`src/hw/rtl/rsi_pkg.sv`:
```
// ----------------------------------------------------------------------------
// rsi_pkg
// Shared constants for the ray / segment intersection datapath.
// ----------------------------------------------------------------------------
package rsi_pkg;

    // digit width of the digit-per-stage multipliers
    localparam int MUL_DIGIT = 17;

    localparam int CFG_ADDR_W = 2;
    typedef logic [CFG_ADDR_W-1:0] t_cfg_addr;

    // configuration register indexes
    localparam t_cfg_addr REG_ASSUME_COPLANAR = 2'd0;
    localparam t_cfg_addr REG_SIGN_TOLERANCE  = 2'd1;
    localparam t_cfg_addr REG_T_MINIMUM       = 2'd2;
    localparam t_cfg_addr REG_U_MARGIN        = 2'd3;

endpackage

```
`src/hw/rtl/rsi_mul.sv`:
```
// ----------------------------------------------------------------------------
// rsi_mul
// Pipelined signed multiplier, one DIG-bit digit of B per stage.
// ----------------------------------------------------------------------------
module rsi_mul #(
    parameter int WA  = 33,
    parameter int WB  = 33,
    parameter int DIG = rsi_pkg::MUL_DIGIT
) (
    input  logic                    i_clk,
    input  logic                    i_en,
    input  logic signed [WA-1:0]    i_a,
    input  logic signed [WB-1:0]    i_b,
    output logic signed [WA+WB-1:0] o_p
);
    import rsi_pkg::*;

    localparam int STG = (WB + DIG - 1) / DIG;
    localparam int BP  = STG * DIG;
    localparam int PW  = WA + WB;

    logic signed [WA-1:0] r_a   [STG];
    logic signed [BP-1:0] r_b   [STG];
    logic signed [PW-1:0] r_acc [STG];

    for (genvar k = 0; k < STG; k++) begin : g_stg
        logic signed [WA-1:0]    a_k;
        logic signed [BP-1:0]    b_k;
        logic signed [PW-1:0]    acc_k;
        logic signed [DIG:0]     dig_k;
        logic signed [WA+DIG:0]  pp_k;
        logic signed [PW-1:0]    n_acc;

        if (k == 0) begin : g_first
            assign a_k   = i_a;
            assign b_k   = BP'(i_b);
            assign acc_k = '0;
        end else begin : g_next
            assign a_k   = r_a[k-1];
            assign b_k   = r_b[k-1];
            assign acc_k = r_acc[k-1];
        end

        // top digit carries the sign, lower digits are unsigned
        if (k == STG - 1) begin : g_top
            assign dig_k = (DIG+1)'($signed(b_k[BP-1 -: DIG]));
        end else begin : g_low
            assign dig_k = $signed({1'b0, b_k[k*DIG +: DIG]});
        end

        assign pp_k  = a_k * dig_k;
        assign n_acc = acc_k + (PW'(pp_k) <<< (k * DIG));

        always_ff @(posedge i_clk) begin
            if (i_en) begin
                r_a[k]   <= a_k;
                r_b[k]   <= b_k;
                r_acc[k] <= n_acc;
            end
        end
    end

    assign o_p = r_acc[STG-1];

endmodule

```
`config.mk`:
```
export PLATFORM = sky130hd
export DESIGN_NAME = rsi_mul
export DESIGN_NICKNAME = d
export VERILOG_FILES = /design/src/hw/rtl/rsi_pkg.sv /design/src/hw/rtl/rsi_mul.sv
export SDC_FILE = /design/constraint.sdc
export NUM_CORES = 2
export LEC_CHECK = 0
export ABC_AREA = 1
export BUFFER_PORTS_ARGS = -buffer_cell sky130_fd_sc_hd__clkbuf_2
export CAP_MARGIN = 20
export CORE_MARGIN = 2
export CORE_UTILIZATION = 35
export DETAILED_ROUTE_END_ITERATION = 6
export GPL_TIMING_DRIVEN = 0
export PLACE_DENSITY_LB_ADDON = 0.3
export SLEW_MARGIN = 20
export SYNTH_ARGS = -nofsm -noshare
export SYNTH_HDL_FRONTEND = slang
export SYNTH_SLANG_ARGS = --single-unit
```
`constraint.sdc`:
```
create_clock -name i_clk -period 20.7 [get_ports i_clk]
set_input_delay 1.035 -clock i_clk [delete_from_list [all_inputs] [get_ports i_clk]]
set_output_delay 1.035 -clock i_clk [all_outputs]
set_load 0.01 [all_outputs]
```
Word-level counts from Yosys, hierarchy flattened
Memory sizes are Yosys's and may differ from the RTL's. Index checks and enable logic that the tools add are counted.

$mul: 2. Mux-type cells: 2. Add/sub/neg operators: 1.

Operators with widths (number): 66-bit adder (1); 33-bit by 18-bit multiplier with 51-bit output (1); 33-bit by 17-bit multiplier with 49-bit output (1); 1-bit two-way mux (2).

Register bits after elaboration: 0. Input bits: 68. Memories kept: 3. Output and inout port bits: 66. Bits in writable memories: 266. Logic and storage cells: 8.

Memories: r_acc (words 2, bits a word 66, rd ports 2, clocked after memory_dff 0, write ports 2, RTL line rsi_mul.sv:24) `logic signed [PW-1:0] r_acc [STG];`; r_b (words 2, bits a word 34, rd ports 1, clocked after memory_dff 0, write ports 2, RTL line rsi_mul.sv:23) `logic signed [BP-1:0] r_b [STG];`; r_a (words 2, bits a word 33, rd ports 1, clocked after memory_dff 0, write ports 2, RTL line rsi_mul.sv:22) `logic signed [WA-1:0] r_a [STG];`.

Longest topological paths before layout
An unclocked memory read counts as a cell.

Depth after elaboration: 3. Depth in mapped cells: 44. Mapped depth without buffers: 42.

Worst setup path after synthesis
No wires, ideal clock.

Path type: register to register. Start: mem r_a[0][14]. End: mem r_acc[0][131] in the netlist's numbering, data pin. Period minus slack after synthesis: 6870 ps. Buffers on the path: 2. Arrival time: 6618 ps. Setup slack: 13830 ps. Cell stages (with the launch flop): 41. Library setup time: 252 ps. Cell sequence: edfxtp_1 -> clkbuf_1 -> clkbuf_1 -> nand2_1 -> fa_1 -> inv_1 -> fa_1 -> inv_1 -> fa_1 -> inv_1 -> fa_1 -> fa_1 -> inv_1 -> fa_1 -> inv_1 -> ha_1 -> nand2_1 -> nor2_1 -> (+5 left out) -> nand3_1 -> nand2_1 -> nand2_1 -> inv_1 -> ha_1 -> nand2_2 -> inv_1 -> nand2_1 -> nor3_1 -> nand2_1 -> nor2_1 -> nand2_1 -> nand3_2 -> inv_1 -> nand2_1 -> nand2_1 -> nand2_1 -> nand2_1.

RTL lines (RTL line): from (decl) (rsi_mul.sv:22); to (decl) (rsi_mul.sv:24).

==> reports/results.ini <==
[run_status]
status=finished, violations left
violations=DRC

[clock_tree]
postCtsSetupRepairBufs=0
cts_tree=built
postCtsHoldBufs=0
cts_buffers=17
cts_buffer_depth=2
cts_root_buf=clkbuf_16
postCtsResizedCells=0
clkLatencyLatePin_ns=0.55
htree_levels=4
clkSinkCount=166
clk_pin_slew_worst_paths_ns=0.07

[placement]
placed_cells=8300
place.port_buffers=116
gp_congestion=0.971
placed_area_mm2=0.0526
place_hpwl_um=152000

[cells_and_area]
syn_to_final_growth_pct=7.29
drive_gt1_share_pct=3.46
fin_nets=7851
design_area_mm2=0.0532
fin_cells=8337

[die]
start_util_pct=35.2
fp.dieW_um=380
core_area_mm2=0.141
row_count=138
die-height_um=380
io_pins=134
dieArea_mm2=0.145

[timing]
slew_headroom_pct=12.6
skew_ns=0.0368
slew_viol_final=0
min_period_ns=9.37
max_freq_mhz=107
rsz0062_at_grt=no
worst_pin_slew_ns=1.31
period_share_pct=45.2
hold_viol_final=0
setup_violations=0
setup_tns_ns=0

[critical_path]
cpPeakStageDelay_ns=0.88
critPathCaptureType=register
crit_arrival_ns=9.61
slowest_stage=clkbuf_1
worstPathRequired_ns=20.94
critPathMaxFanout=10
critPathLaunchType=register
path_class=register to register

[global_routing]
grt_antenna_before_repair=7
overflow=0
grt_usage_pct=24.7
grt_max_degree=88
grt_pass1_vias=42972
grt_pass1_wl_um=266000

[hold_path]
min_path_type=register to register

[route]
drt_iter0_markers=3466
dr.pass1.iters=7
drc=4
via_per_inst=4.84
vias=40310
routed_wl_um=175000
wire_per_inst_um=21.0
drtAntennaViolNets=0

[synthesis]
syn_inst=6291
synth-edff-count=166
synth-main-ff-cell=edfxtp_1
yosysSeqAreaShare_pct=10.1
syn_avg_cell_area_um2=7.88
yosysWarnings=0
async_flop_share_pct=0
synth.distinct_cells=47
synth_fp_nets=7712
synth_seq_cells=166
synthesis.area_mm2=0.0496

[job]
cap_viol_max_count=0

## layout make-up
cell class,instances,area [um^2]
inverters,1864,7000
well taps,1890,2360
multi-input cells,3994,36600
repair buffers,120,671
fillers,14922,87900
flip-flops and latches,166,4980
plain buffers,267,1010
clock buffers,17,425
diodes,5,12.5
clock inverters,14,143
## cells in the final DEF, fill, tap and decap left out, types with 37 or more instances in the layout
master / n
a21oi_1: 190
clkbuf_1: 262
clkbuf_2: 116
edfxtp_1: 166
fa_1: 1067
ha_1: 286
inv_1: 1856
nand2_1: 1618
nand3_1: 114
nor2_1: 301
o21ai_0: 85
xnor2_1: 37
xor2_1: 74
## cell usage after synthesis (all sizes together), types with 6 or more instances
cell type	count	share of area [%]
a21boi	10	0.17
a21o	20	0.30
a21oi	191	1.9
a31oi	10	0.13
and3	6	0.076
clkbuf	263	2.0
edfxtp	166	10
fa	1067	43
ha	286	7.2
inv	1864	14
nand2	1633	12
nand3	119	1.3
nand3b	6	0.091
nand4	28	0.35
nor2	316	2.5
nor3	29	0.37
nor4	6	0.10
o21ai	104	1.1
o21bai	21	0.32
or2	13	0.16
xnor2	37	0.65
xor2	74	1.3
## flip-flops by register name, indices dropped and copies added (netlist names)
register and flops:
r_b 16, r_a 33, r_acc 117
## cell families (layout without fill, tap and decap cells)
kind of cell | count (synthesis) | count (layout) | synth area share (%)
and+or+nand+nor | 2161 | 2161 | 17.4
buffers and inverters | 2131 | 2282 | 16.1
adders and majority gates | 1353 | 1353 | 50.3
AOI/OAI and AO/OA | 369 | 369 | 4.15
DFF | 166 | 166 | 10.1
xor gates and xnor gates | 111 | 111 | 1.96
other | 0 | 5 | 0
## critical path, delay by kind of cell (launching register included)
family          cells  cell delay [ns]
xor+xnor            1             0.35
buf+inv             9             1.89
fa+ha+maj           8             3.97
simple gates       13             2.15
flops               1             0.33
compound gates      2             0.38
## per-layer routing
metal,global-route usage (%),vias up,part of all wire (%)
li1,-,18199,-
met1,32.4,20322,41
met2,41.0,1491,47
met3,3.08,298,6.7
met4,10.9,0,5.1
met5,0,-,0
## through the flow
step | util [%] | hold WS [ns] | setup WS (ns)
floorplan | - | 0.400 | 13.83
CTS | 37.7 | 0.433 | 11.33
global route | 37.7 | 0.433 | 10.87
finish | 37.7 | 0.421 | 11.33
global placement | 37.2 | 0.404 | 11.22
detailed placement | 37.3 | 0.406 | 11.36
## path summary, 6_finish.rpt
check | depth (start not counted) | slack, ns | endpoint | start
setup reg to reg | 33 | 11.33 | r_acc[0][131] | r_b[0][19]
setup / recovery | 33 | 11.33 | r_acc[0][131] | r_b[0][19]
hold / removal | 0 | 0.42 | r_acc[0][82] | r_acc[0][16]
hold reg to reg | 0 | 0.42 | r_acc[0][82] | r_acc[0][16]
Power is not shown: default switching activity piles up to over one toggle a cycle in this logic, so the estimate is an artifact.
